==> src/mwcs_pkg.sv <==
// Package for the masked window contrast stretch: sizes, window and
// pipeline record types, and the constant level and bin lookup tables.
// No dependencies.
`timescale 1ns / 1ps

package mwcs_pkg;

    // Histogram bins in use (2..256) and derived sizes
    localparam int BINS    = 256;
    localparam int BIN_MAX = BINS - 1;
    localparam int BIN_W   = (BINS > 2) ? $clog2(BINS) : 1;

    localparam int PIX_W   = 8;
    localparam int MIDX_W  = 8;                 // index into the 256-bit mask
    localparam int MASK_W  = 256;
    localparam int WORD_W  = 64;
    localparam int CFG_IDX_W = 2;

    localparam int NUM_W   = 16;                // (p - lo) * 255
    localparam int REC_SH  = 16;                // reciprocal = 2^REC_SH / delta
    localparam int REC_W   = REC_SH + 1;
    localparam int PROD_W  = NUM_W + REC_W;
    localparam int QD_W    = NUM_W + PIX_W;
    localparam int DCNT_W  = 5;

    localparam int LVL_DIV = 2 * BIN_MAX;
    localparam int PIX_DIV = 510;

    // Configuration register indexes
    localparam logic [CFG_IDX_W-1:0] REG_MASK_WORD_0 = 2'd0;
    localparam logic [CFG_IDX_W-1:0] REG_MASK_WORD_1 = 2'd1;
    localparam logic [CFG_IDX_W-1:0] REG_MASK_WORD_2 = 2'd2;
    localparam logic [CFG_IDX_W-1:0] REG_MASK_WORD_3 = 2'd3;

    typedef enum logic [1:0] {
        ST_IDLE,
        ST_SCAN,
        ST_LEVEL,
        ST_DIV
    } t_win_state;

    // Window settings handed from the setup unit to the pixel pipeline
    typedef struct packed {
        logic              busy;
        logic              any;
        logic [PIX_W-1:0]  lo;
        logic [PIX_W-1:0]  hi;
        logic [PIX_W-1:0]  dlt;
        logic [REC_W-1:0]  recip;
    } t_window;

    // One pixel as it travels down the pipeline
    typedef struct packed {
        logic [PIX_W-1:0]  pix;
        logic              any;
        logic              ge_hi;
        logic              le_lo;
        logic              bin_on;
        logic [MIDX_W-1:0] idx;
        logic [PIX_W-1:0]  diff;
        logic [NUM_W-1:0]  num;
        logic [NUM_W-1:0]  q0;
        logic [QD_W-1:0]   qd;
    } t_item;

    typedef logic [BINS-1:0][PIX_W-1:0]        t_level_tab;
    typedef logic [MASK_W-1:0][MIDX_W-1:0]     t_bin_tab;

    // level = round(bin * 255 / (BINS-1)), half up
    function automatic t_level_tab gen_level_tab();
        t_level_tab t;
        int unsigned v;
        for (int i = 0; i < BINS; i++) begin
            v    = (i * 510 + BIN_MAX) / LVL_DIV;
            t[i] = PIX_W'(v);
        end
        return t;
    endfunction

    // bin = round(pixel * (BINS-1) / 255), half up
    function automatic t_bin_tab gen_bin_tab();
        t_bin_tab t;
        int unsigned v;
        for (int i = 0; i < MASK_W; i++) begin
            v    = (i * BIN_MAX * 2 + 255) / PIX_DIV;
            t[i] = MIDX_W'(v);
        end
        return t;
    endfunction

    localparam t_level_tab LEVEL_TAB = gen_level_tab();
    localparam t_bin_tab   BIN_TAB   = gen_bin_tab();

endpackage

==> src/masked_window_contrast_stretch.sv <==
// Top level of the masked window contrast stretch: mask registers with
// window setup, and the pixel pipeline. Depends on mwcs_pkg, mwcs_window
// and mwcs_pipe.
//
//   channel   direction  handshake              payload
//   pixel in  input      i_valid / o_ready      i_pixel_in [7:0]
//   pixel out output     o_valid / i_ready      o_pixel_out [7:0]
//   config    input      i_cfg_we (no wait)     i_cfg_idx [1:0], i_cfg_data [63:0]
//
// One pixel per cycle unless setup runs or the output stalls; four pipeline stages and
// the output register, the multiply by the window reciprocal setting the cut.
// Each config write starts a window setup (bin scan, level lookup and, if a bin is
// set, a 17-step reciprocal divide); o_ready is low during it.
// Reset is synchronous, active low; it empties the pipe and the mask.
// A stalled output freezes every stage; nothing is dropped or repeated.
`timescale 1ns / 1ps

module masked_window_contrast_stretch (
    input  logic                           i_clk,
    input  logic                           i_rst_n,
    input  logic                           i_valid,
    output logic                           o_ready,
    input  logic [mwcs_pkg::PIX_W-1:0]     i_pixel_in,
    output logic                           o_valid,
    input  logic                           i_ready,
    output logic [mwcs_pkg::PIX_W-1:0]     o_pixel_out,
    input  logic                           i_cfg_we,
    input  logic [mwcs_pkg::CFG_IDX_W-1:0] i_cfg_idx,
    input  logic [mwcs_pkg::WORD_W-1:0]    i_cfg_data
);

    mwcs_pkg::t_window               w_win;
    logic [mwcs_pkg::MIDX_W-1:0]     w_rd_idx;
    logic                            w_rd_bit;
    logic                            w_hold;

    // hold requests off while the window is rebuilt
    assign w_hold = w_win.busy || i_cfg_we;

    mwcs_window u_window (
        .i_clk      (i_clk),
        .i_rst_n    (i_rst_n),
        .i_cfg_we   (i_cfg_we),
        .i_cfg_idx  (i_cfg_idx),
        .i_cfg_data (i_cfg_data),
        .i_rd_idx   (w_rd_idx),
        .o_rd_bit   (w_rd_bit),
        .o_win      (w_win)
    );

    mwcs_pipe u_pipe (
        .i_clk       (i_clk),
        .i_rst_n     (i_rst_n),
        .i_hold      (w_hold),
        .i_win       (w_win),
        .o_rd_idx    (w_rd_idx),
        .i_rd_bit    (w_rd_bit),
        .i_valid     (i_valid),
        .o_ready     (o_ready),
        .i_pixel_in  (i_pixel_in),
        .o_valid     (o_valid),
        .i_ready     (i_ready),
        .o_pixel_out (o_pixel_out)
    );

`ifndef SYNTHESIS
    a_no_accept_in_setup: assert property (@(posedge i_clk) disable iff (!i_rst_n)
        o_ready |-> !w_win.busy && !i_cfg_we)
        else $error("request accepted during window setup");

    a_write_starts_setup: assert property (@(posedge i_clk) disable iff (!i_rst_n)
        i_cfg_we |=> w_win.busy)
        else $error("config write did not start window setup");

    a_window_ordered: assert property (@(posedge i_clk) disable iff (!i_rst_n)
        (!w_win.busy && w_win.any) |-> (w_win.lo <= w_win.hi))
        else $error("window low level above high level");
`endif

endmodule

==> src/mwcs_window.sv <==
// Mask registers and window setup: scans the mask for the lowest and
// highest set bins, maps them to levels and divides out the reciprocal.
// Depends on mwcs_pkg.
`timescale 1ns / 1ps

module mwcs_window (
    input  logic                             i_clk,
    input  logic                             i_rst_n,
    input  logic                             i_cfg_we,
    input  logic [mwcs_pkg::CFG_IDX_W-1:0]   i_cfg_idx,
    input  logic [mwcs_pkg::WORD_W-1:0]      i_cfg_data,
    input  logic [mwcs_pkg::MIDX_W-1:0]      i_rd_idx,
    output logic                             o_rd_bit,
    output mwcs_pkg::t_window                o_win
);

    localparam int CW  = mwcs_pkg::BIN_W;
    localparam int MW  = mwcs_pkg::MIDX_W;
    localparam int PW  = mwcs_pkg::PIX_W;
    localparam int RW  = mwcs_pkg::REC_W;
    localparam int DW  = mwcs_pkg::DCNT_W;

    logic [mwcs_pkg::WORD_W-1:0] r_mask_word_0, r_mask_word_1;
    logic [mwcs_pkg::WORD_W-1:0] r_mask_word_2, r_mask_word_3;
    logic [mwcs_pkg::MASK_W-1:0] w_mask;

    mwcs_pkg::t_win_state r_state, n_state;

    logic [CW-1:0] r_cnt, r_mn, r_mx;
    logic          r_any;
    logic [PW-1:0] r_lo, r_hi, r_dlt, r_rem;
    logic [RW-1:0] r_quo;
    logic [DW-1:0] r_dcnt;

    logic          w_busy, w_scan, w_level, w_div;
    logic [MW-1:0] w_idx;
    logic [PW:0]   w_rem_sh;
    logic          w_fit;

    always_ff @(posedge i_clk) begin
        if (!i_rst_n) begin
            r_mask_word_0 <= '0;
            r_mask_word_1 <= '0;
            r_mask_word_2 <= '0;
            r_mask_word_3 <= '0;
        end else if (i_cfg_we) begin
            case (i_cfg_idx)
                mwcs_pkg::REG_MASK_WORD_0: r_mask_word_0 <= i_cfg_data;
                mwcs_pkg::REG_MASK_WORD_1: r_mask_word_1 <= i_cfg_data;
                mwcs_pkg::REG_MASK_WORD_2: r_mask_word_2 <= i_cfg_data;
                mwcs_pkg::REG_MASK_WORD_3: r_mask_word_3 <= i_cfg_data;
                default: ;
            endcase
        end
    end

    assign w_mask = {r_mask_word_3, r_mask_word_2, r_mask_word_1, r_mask_word_0};

    // One read port, shared: the scan owns it while setup runs
    assign w_idx    = w_busy ? MW'(r_cnt) : i_rd_idx;
    assign o_rd_bit = w_mask[w_idx];

    // Next state
    always_comb begin
        n_state = r_state;
        case (r_state)
            mwcs_pkg::ST_IDLE:  n_state = mwcs_pkg::ST_IDLE;
            mwcs_pkg::ST_SCAN:  if (r_cnt == CW'(mwcs_pkg::BIN_MAX)) begin
                                    n_state = mwcs_pkg::ST_LEVEL;
                                end
            mwcs_pkg::ST_LEVEL: n_state = r_any ? mwcs_pkg::ST_DIV : mwcs_pkg::ST_IDLE;
            mwcs_pkg::ST_DIV:   if (r_dcnt == '0) begin
                                    n_state = mwcs_pkg::ST_IDLE;
                                end
            default:            n_state = mwcs_pkg::ST_IDLE;
        endcase
        // any write restarts the setup
        if (i_cfg_we) begin
            n_state = mwcs_pkg::ST_SCAN;
        end
    end

    // State decode
    always_comb begin
        w_busy  = 1'b1;
        w_scan  = 1'b0;
        w_level = 1'b0;
        w_div   = 1'b0;
        case (r_state)
            mwcs_pkg::ST_IDLE:  w_busy  = 1'b0;
            mwcs_pkg::ST_SCAN:  w_scan  = 1'b1;
            mwcs_pkg::ST_LEVEL: w_level = 1'b1;
            mwcs_pkg::ST_DIV:   w_div   = 1'b1;
            default:            w_busy  = 1'b1;
        endcase
    end

    // Restoring divide of 2^REC_SH by delta, one quotient bit a cycle
    assign w_rem_sh = {r_rem, r_dcnt == DW'(mwcs_pkg::REC_SH)};
    assign w_fit    = w_rem_sh >= {1'b0, r_dlt};

    always_ff @(posedge i_clk) begin
        if (!i_rst_n) begin
            r_state <= mwcs_pkg::ST_IDLE;
            r_cnt   <= '0;
            r_any   <= 1'b0;
            r_dcnt  <= '0;
        end else begin
            r_state <= n_state;
            if (i_cfg_we) begin
                r_cnt <= '0;
                r_any <= 1'b0;
            end else if (w_scan) begin
                r_cnt <= r_cnt + 1'b1;
                if (o_rd_bit) begin
                    r_any <= 1'b1;
                end
            end
            if (w_level) begin
                r_dcnt <= DW'(mwcs_pkg::REC_SH);
            end else if (w_div) begin
                r_dcnt <= r_dcnt - 1'b1;
            end
        end
    end

    always_ff @(posedge i_clk) begin
        if (w_scan && o_rd_bit) begin
            if (!r_any) begin
                r_mn <= r_cnt;
            end
            r_mx <= r_cnt;
        end
        if (w_level) begin
            r_lo  <= mwcs_pkg::LEVEL_TAB[r_mn];
            r_hi  <= mwcs_pkg::LEVEL_TAB[r_mx];
            r_dlt <= mwcs_pkg::LEVEL_TAB[r_mx] - mwcs_pkg::LEVEL_TAB[r_mn];
            r_rem <= '0;
            r_quo <= '0;
        end else if (w_div) begin
            r_rem <= w_fit ? PW'(w_rem_sh - {1'b0, r_dlt}) : PW'(w_rem_sh);
            r_quo <= {r_quo[RW-2:0], w_fit};
        end
    end

    assign o_win.busy  = w_busy;
    assign o_win.any   = r_any;
    assign o_win.lo    = r_lo;
    assign o_win.hi    = r_hi;
    assign o_win.dlt   = r_dlt;
    assign o_win.recip = r_quo;

endmodule

==> src/mwcs_pipe.sv <==
// Pixel pipeline: compare against the window, look up the bin, scale by
// the reciprocal, correct the quotient and hold the result.
// Depends on mwcs_pkg.
`timescale 1ns / 1ps

module mwcs_pipe (
    input  logic                          i_clk,
    input  logic                          i_rst_n,
    input  logic                          i_hold,
    input  mwcs_pkg::t_window             i_win,
    output logic [mwcs_pkg::MIDX_W-1:0]   o_rd_idx,
    input  logic                          i_rd_bit,
    input  logic                          i_valid,
    output logic                          o_ready,
    input  logic [mwcs_pkg::PIX_W-1:0]    i_pixel_in,
    output logic                          o_valid,
    input  logic                          i_ready,
    output logic [mwcs_pkg::PIX_W-1:0]    o_pixel_out
);

    localparam int PW = mwcs_pkg::PIX_W;
    localparam int NW = mwcs_pkg::NUM_W;
    localparam int QW = mwcs_pkg::QD_W;

    mwcs_pkg::t_item r_s1, r_s2, r_s3, r_s4;
    logic            r_v1, r_v2, r_v3, r_v4, r_out_valid;
    logic [PW-1:0]   r_out_pixel;

    mwcs_pkg::t_item           n_s1, n_s2, n_s3, n_s4;
    logic [mwcs_pkg::PROD_W-1:0] w_prod;
    logic [QW-1:0]             w_rem;
    logic [NW-1:0]             w_q;
    logic [PW-1:0]             n_out_pixel;
    logic                      w_en;

    // Whole pipe advances unless the output register is stalled
    assign w_en    = !r_out_valid || i_ready;
    assign o_ready = w_en && !i_hold;

    always_comb begin
        n_s1       = '0;
        n_s1.pix   = i_pixel_in;
        n_s1.any   = i_win.any;
        n_s1.ge_hi = i_pixel_in >= i_win.hi;
        n_s1.le_lo = i_pixel_in <= i_win.lo;
        n_s1.idx   = mwcs_pkg::BIN_TAB[i_pixel_in];
        n_s1.diff  = i_pixel_in - i_win.lo;
    end

    assign o_rd_idx = r_s1.idx;

    // num = diff * 255
    always_comb begin
        n_s2        = r_s1;
        n_s2.bin_on = i_rd_bit;
        n_s2.num    = {r_s1.diff, {PW{1'b0}}} - NW'(r_s1.diff);
    end

    // q0 = floor(num * recip / 2^REC_SH), at most one below the quotient
    assign w_prod = mwcs_pkg::PROD_W'(r_s2.num) * mwcs_pkg::PROD_W'(i_win.recip);
    always_comb begin
        n_s3    = r_s2;
        n_s3.q0 = w_prod[mwcs_pkg::REC_SH +: NW];
    end

    always_comb begin
        n_s4    = r_s3;
        n_s4.qd = QW'(r_s3.q0) * QW'(i_win.dlt);
    end

    // Correct the estimate and pick the result
    assign w_rem = QW'(r_s4.num) - r_s4.qd;
    assign w_q   = (w_rem >= QW'(i_win.dlt)) ? r_s4.q0 + 1'b1 : r_s4.q0;

    always_comb begin
        if (!r_s4.any) begin
            n_out_pixel = r_s4.pix;
        end else if (r_s4.ge_hi) begin
            n_out_pixel = '1;
        end else if (r_s4.le_lo || !r_s4.bin_on) begin
            n_out_pixel = '0;
        end else begin
            n_out_pixel = w_q[PW-1:0];
        end
    end

    always_ff @(posedge i_clk) begin
        if (!i_rst_n) begin
            r_v1        <= 1'b0;
            r_v2        <= 1'b0;
            r_v3        <= 1'b0;
            r_v4        <= 1'b0;
            r_out_valid <= 1'b0;
        end else if (w_en) begin
            r_v1        <= i_valid && !i_hold;
            r_v2        <= r_v1;
            r_v3        <= r_v2;
            r_v4        <= r_v3;
            r_out_valid <= r_v4;
        end
    end

    always_ff @(posedge i_clk) begin
        if (w_en) begin
            r_s1        <= n_s1;
            r_s2        <= n_s2;
            r_s3        <= n_s3;
            r_s4        <= n_s4;
            r_out_pixel <= n_out_pixel;
        end
    end

    assign o_valid     = r_out_valid;
    assign o_pixel_out = r_out_pixel;

endmodule

==> config.mk <==
export PLATFORM = sky130hd
export DESIGN_NAME = masked_window_contrast_stretch
export DESIGN_NICKNAME = d
export VERILOG_FILES = /design/src/mwcs_pkg.sv /design/src/masked_window_contrast_stretch.sv /design/src/mwcs_window.sv /design/src/mwcs_pipe.sv
export SDC_FILE = /design/constraint.sdc
export NUM_CORES = 2
export LEC_CHECK = 0
export BUFFER_PORTS_ARGS = -buffer_cell sky130_fd_sc_hd__buf_2
export CAP_MARGIN = 30
export CORE_ASPECT_RATIO = 1.1
export CORE_MARGIN = 2
export CORE_UTILIZATION = 64
export DETAILED_ROUTE_END_ITERATION = 6
export MAX_ROUTING_LAYER = met4
export PLACE_DENSITY = 0.79
export SKIP_CTS_REPAIR_TIMING = 1
export SYNTH_ARGS = -nofsm -noshare
export SYNTH_HDL_FRONTEND = slang
export SYNTH_SLANG_ARGS = --single-unit
export TNS_END_PERCENT = 20
==> constraint.sdc <==
create_clock -name i_clk -period 14.76 [get_ports i_clk]
set_input_delay 2.214 -clock i_clk [delete_from_list [all_inputs] [get_ports i_clk]]
set_output_delay 2.214 -clock i_clk [all_outputs]
set_load 0.005 [all_outputs]
# Word level (Yosys, flattened, before mapping)
# Memories as Yosys holds them, arrays and structs flattened. A register that Yosys moved wholly into a read port is not among the register bits.
# Cells that the tools add are included.
# word_totals
word_cells,129
latch_bits,0
inputBits,79
output_inout_bits,10
ramBits,0
mem_bits_ro,6144
mem_count,3
register_bits,501
# classes
addsub,8
n_reduce_logical,23
n_mul,2
magnitude_cmp,7
div,0
n_mux,23
n_eq_ne,12
shift,0
n_bitwise,2
# memory_table
name,depth,word_bits,rd,rd_clocked_by_memory_dff,write_ports,line_no,rtl
(no name shown),256,8,1,1,0,mwcs_window.sv:135,r_lo <= mwcs_pkg::LEVEL_TAB[r_mn];
(no name shown),256,8,1,1,0,mwcs_window.sv:136,r_hi <= mwcs_pkg::LEVEL_TAB[r_mx];
(no name shown),256,8,1,1,0,mwcs_pipe.sv:46,n_s1.idx = mwcs_pkg::BIN_TAB[i_pixel_in];
# ops
op,count
two-way mux 8 bit,10
multiplier 16 x 17 -> 32 bit,1
"less-than comparator 8 x 9 -> 1 bit, second input constant",3
>= comparator 24 x 8 -> 1 bit,1
multiplier 16 x 8 -> 24 bit,1
subtractor 16 x 24 -> 24 bit,1
subtractor 8 bit,3
"adder 8 x 1 -> 8 bit, second input constant",2
AND reduction 2 bit,8
subtractor 16 x 8 -> 16 bit,1
two-way mux 5 bit,2
>= comparator 9 x 8 -> 1 bit,1
binary-select mux 1 bit (select 8 bit),1
"equality test 2 bit, second input constant",4
"equality test 8 bit, second input constant",1
>= comparator 8 bit,1
less-or-equal comparator 8 bit,1
case mux 2 bit (4 select lines),1
two-way mux 1 bit,6
two-way mux 2 bit,3
"inequality test 3 x 2 -> 1 bit, second input constant",2
"equality test 5 bit, second input constant",1
zero test 5 bit,1
"subtractor 5 x 1 -> 5 bit, second input constant",1
other kinds (9),20

# Depth between registers and ports, before layout
# depth
word_depth,7
mapped_depth,25
depth_no_buf,24

# Cells and area by module
# From an unflattened synthesis, not the netlist that was laid out.
# hier_totals
hier_cells,3738
area_unflattened_um2,35451.5
# modules_own_cells
module,area_each_um2,cells_each,seq_area_each_um2,instances
mwcs_pipe,19361.1,1898,4874.7,1
mwcs_window,16084.2,1839,7467.2,1
masked_window_contrast_stretch,6.3,1,0.0,1

# Worst setup path after synthesis
# Ideal clock, no wire load.
# synth_path
path_kind,reg-to-reg
from,reg u_window.r_quo[10]
to,"reg u_pipe.r_s3, in the netlist u_pipe.n_s4[39], data pin"
required_time_ns,14.500
path_buffers,2
arrival_ns,6.124
period_less_slack_ns,6.384
path_slack_ns,8.376
path_stages_with_launch,24
setup_time_ns,0.260
cell_sequence,dfxtp_1 > clkbuf_1 > clkbuf_1 > nand2_1 > fa_1 > fa_1 > fa_1 > inv_1 > fa_1 > fa_1 > inv_1 > fa_1 > inv_1 > ha_1 > a21o_1 > a21o_1 > a21oi_1 > o21ai_1 > o311ai_1 > o21ai_1 > a221o_1 > a21o_1 > a21o_1 > xnor2_1
# synth_rtl
item,line_no,rtl
from (decl),mwcs_window.sv:32,logic [RW-1:0] r_quo;
from (signal assigned),mwcs_window.sv:142,"r_quo <= {r_quo[RW-2:0], w_fit};"
to (signal assigned),mwcs_pipe.sv:107,r_s3 <= n_s3;
to (decl),mwcs_pipe.sv:25,"mwcs_pkg::t_item r_s1, r_s2, r_s3, r_s4;"

==> reports/results.env <==
SETUP.WORST_PATH.END_CLASS='flip-flop'
WORST_SETUP_PATH_STARTPOINT='u_window.r_quo[11]$_SDFFE_PP0P_'
FINAL_HOLD_SLACK_PS=388.0
DIE_WIDTH_UM=227.3
ROUTABILITYCONGESTION=0.9176
SYNTH_SEQUENTIAL_AREA_RATIO_PCT=35.17
CLOCK_TREE_FROM_TRITONCTS='done'
CRITICAL_PATH_CLASS='reg2reg'
WORSTREG2REGSTART='u_window.r_quo[11]$_SDFFE_PP0P_'
REG2REGPATHDEPTH=21
CP_DATA_REQUIRED_TIME_PS=15130
SYNTH.FF_LATCH_COUNT=517
POST_DETAILED_ROUTING_WIRE_LENGTH_UM=80500
CLOCK_TREE_BUFFER_DEPTH=3
CRITICAL_PATH.CELL_CHAIN='nand2_1 > fa_1 > fa_1 > fa_1 > inv_1 > fa_1 > fa_1 > inv_1 > fa_1 > inv_1 > ha_1 > a21o_1 > a21o_1 > a21oi_1 > o21ai_1 > o311ai_1 > o21ai_1 > a221o_1 > a21o_1 > a21o_1 > xnor2_1'
CRITPATHLAUNCHTYPE='flip-flop'
ANTENNA_VIOLATING_NETS_POST_ROUTE=0
AVGSYNTHCELLAREA_UM2=9.737
DP.FINAL_HPWL_UM=57210
GRT_FIRST_PASS_WIRELENGTH_UM=131500
FLOW.AREA_GROWTH_FROM_SYNTHESIS_PCT=7.990
SYNTH_COMMONEST_CELLS='785 x sky130_fd_sc_hd__nand2_1, 400 x sky130_fd_sc_hd__inv_1, 318 x sky130_fd_sc_hd__dfxtp_1'
GRT_TOTAL_OVFL=0
PATH_CLK_SLEW_PS=60
SYNTH.AREA.MUX_SHARE_PCT=5.298
REG2REG_END='u_pipe.n_s4[39]$_DFFE_PP_'
FINISH.NET_COUNT=4172
REG2REG_SLACK_PS=7760
TOTAL_POWER_mW=3.494
DRC=0
DIE_AREA_MM2=0.05672
SYNTH.AREA.TOP_CELLS='sky130_fd_sc_hd__dfxtp_1 18%, sky130_fd_sc_hd__edfxtp_1 17%, sky130_fd_sc_hd__fa_1 17%'
CRIT_PATH_MAX_INCR_DELAY_PS=720
GROUTE.USAGE.OVERALL_PCT=30.10
INITIAL_UTILIZATION_PCT=64.39
CTS-ROOT-BUF='sky130_fd_sc_hd__clkbuf_16'
CRIT_TOP_CELL='sky130_fd_sc_hd__fa_1'
TIMING.FINAL.MAX_SLEW_VIOLATIONS=0
AVGVIACOUNTPERCELL=5.746
RUN_STATUS='finished clean'
POWER_DENSITY_mW_PER_MM2=92.21
FINALCOREUTILIZATION_PCT=69.53
SYNTH-COMPOUND-AREA-SHARE_PCT=11.14
PATH_MAX_FANOUT=18
RSZ0062_AT_GRT='false'
POST_SYNTH_AND_OR_NAND_NOR_AREA_FRACTION_PCT=16.02
PLACEABLE_AREA_MM2=0.05450
FINAL-INSTANCE-COUNT-EXCL-FILL=4380
MINIMUM_CLOCK_PERIOD_PS=7002
SYNTH.TOP_CELL.AREA_SHARE_PCT=18.14
DETAILEDROUTE.FIRSTITERATIONVIOLATIONS=1670
DETAIL_ROUTE.WL_PER_CELL_UM=18.38
SYNTH_CELL_TYPES=79
FP-ROW-COUNT=90
IR_WORST_VDD_uV=99.15
TIMING.FINAL.CRIT_SHARE_PCT=47.44
CTS_INSERTED_BUFFERS=54
CRIT_ARRIVAL_PS=7370
CLOCK_INSERTION_DELAY_WORST_SKEW_PS=630
SLEW-LIMIT-HEADROOM_PCT=35.85
FINALHOLDVIOLCOUNT=0
MAX-CAP-VIOLATIONS=0
DRIVE_GT1_SHARE_PCT=8.024
MIN_FROM='u_pipe.n_s4[54]$_DFFE_PP_'
FINAL_WORST_CLOCK_SKEW_PS=39.87
HOLD-PATH-CELL-COUNT=0
ANTENNA_FOUND_INITIAL=8
DESIGN.PORTCOUNT=89
CTS_SINKS=517
FIN_TNS_SETUP_PS=0
YOSYS.CELL_COUNT.TOP_TYPE='sky130_fd_sc_hd__nand2_1'
SETUP_VIOLATIONS=0
DOMINANT_COMBINATIONAL_CELL_FAMILY_BY_AREA_AFTER_SYNTHESIS='adder cells'
SYNTH_ASYNC_SR_FLOP_SHARE_PCT=0
POST-PLACE-WS_PS=7771
DIE_HEIGHT_UM=249.6
N_FILL_CELL=4221
FMAX_GHz=0.1428
VIA_COUNT=25170
SYNTH_TOP_FLOP_CELL='sky130_fd_sc_hd__dfxtp_1'
CTS.HTREE.LEVELS=2
NUMBER_OF_GLOBAL_ROUTE_VIAS_BEFORE_REPAIR=25390
PLACED_CELL_AREA_MM2=0.03602
SYNTHESIZED_AREA_FRACTION_OCCUPIED_BY_ADDER_CELLS_PCT=24.12
POST-PLACE-CELLS=4272
POSTLAYOUTSETUPSLACKWORST_PS=7758
MAPPEDNETLISTNETS=4183
YOSYS.AREA_SHARE.XOR_XNOR_PCT=1.872
NETLIST.TOP_CELL.BY_AREA='sky130_fd_sc_hd__dfxtp_1'
SYNTH.CELL_AREA_MM2=0.03509
WORST_PATH_MAX_DELAY_CELL='sky130_fd_sc_hd__dfxtp_1'
DETAIL_ROUTE.FIRST_PASS.ITERATIONS=7
HOLD_END='u_pipe.r_s4[54]$_DFFE_PP_'
CELLLEAKAGEPOWER_nW=15.98
GRT_MAX_DEGREE=134
POST_SYNTH_INST_COUNT=3604
PLACE.PORT_BUFFERS=88
SYNTH.YOSYS.WARNINGS=0
SYNTH_ENABLE_FLOP_CELLS=199
POST-ROUTE-CELL-AREA_MM2=0.03790
HOLD_PATH_CLASS='reg2reg'
WORST_SLEW_PIN_SLEW_PS=942.2
-- critical path, delay by kind of cell (launching register included) --
family / cells / cell delay [ps]
xor+xnor: 1 / 110
flops: 1 / 720
fa+ha+maj: 7 / 3320
simple gates: 1 / 170
buf+inv: 3 / 150
compound gates: 9 / 2300
-- power by group --
group          internal (mW)  leakage (nW)  switching (mW)  total, mW
clock network          0.812         0.890           0.591       1.40
registers               1.56          4.73          0.0873       1.65
logic                  0.185          10.4           0.255      0.439
-- cell type report --
class	instances	area, um2	share of cell area (%)
flip-flops and latches	517	12340	32.57
inverters	405	1525	4.025
clock inverters	23	274.0	0.7231
diodes	5	12.51	0.03302
repair buffers	114	694.4	1.832
clock buffers	79	1567	4.134
multi-input cells	2501	20560	54.26
well taps	736	920.9	2.430
-- flip-flops by register name, indices dropped and copies added, names as in the netlist, 5 cells and up, named ones only --
signal / count
u_window.r_mask_word_1: 64
u_window.r_dcnt: 5
u_pipe.n_s2: 19
u_pipe.r_s4: 60
u_window.r_hi: 8
u_window.r_lo: 8
u_pipe.n_s4: 44
u_window.r_rem: 8
u_window.r_mask_word_2: 64
u_window.r_mask_word_3: 64
u_window.r_cnt: 8
u_pipe.n_s3: 28
u_window.r_mask_word_0: 64
u_window.r_mx: 8
u_window.r_mn: 8
u_pipe.o_pixel_out: 8
u_window.r_quo: 17
u_window.r_dlt: 8
-- layer usage --
| layer | up-vias | GRT usage [%] | wire [um] |
|---|---|---|---|
| li1 | 11820 | - | - |
| met1 | 12300 | 36.59 | 31410 |
| met2 | 829 | 50.82 | 41010 |
| met3 | 227 | 4.085 | 4678 |
| met4 | 0 | 11.76 | 3402 |
| met5 | - | - | 0 |
-- placed cells by master (no fill, tap or decap), types with 54 or more instances in the layout --
cell type	instances
sky130_fd_sc_hd__a21oi_1	63
sky130_fd_sc_hd__mux4_2	54
sky130_fd_sc_hd__inv_1	399
sky130_fd_sc_hd__dfxtp_1	318
sky130_fd_sc_hd__clkbuf_16	55
sky130_fd_sc_hd__and2_1	179
sky130_fd_sc_hd__nor2_1	102
sky130_fd_sc_hd__fa_1	294
sky130_fd_sc_hd__edfxtp_1	199
sky130_fd_sc_hd__nand2_1	785
sky130_fd_sc_hd__a21boi_0	256
sky130_fd_sc_hd__ha_1	204
sky130_fd_sc_hd__buf_2	87
-- cells by family after synthesis --
family,Yosys count
simple gates,1255
buf+inv,586
compound gates,556
flops,517
fa+ha+maj,500
mux,115
xor+xnor,75
-- worst max path at each step --
stage / endpoint / slack [ps]
6_report: u_pipe.n_s4[39]$_DFFE_PP_ / 7760
5_1_grt: u_pipe.n_s4[39]$_DFFE_PP_ / 7330
3_5_place_dp: u_pipe.n_s4[39]$_DFFE_PP_ / 7770
4_1_cts: u_pipe.n_s4[39]$_DFFE_PP_ / 7760
2_1_floorplan: u_pipe.n_s4[39]$_DFFE_PP_ / 8380
3_3_place_gp: u_pipe.n_s4[39]$_DFFE_PP_ / 7830
(Power assumes the default switching activity.)
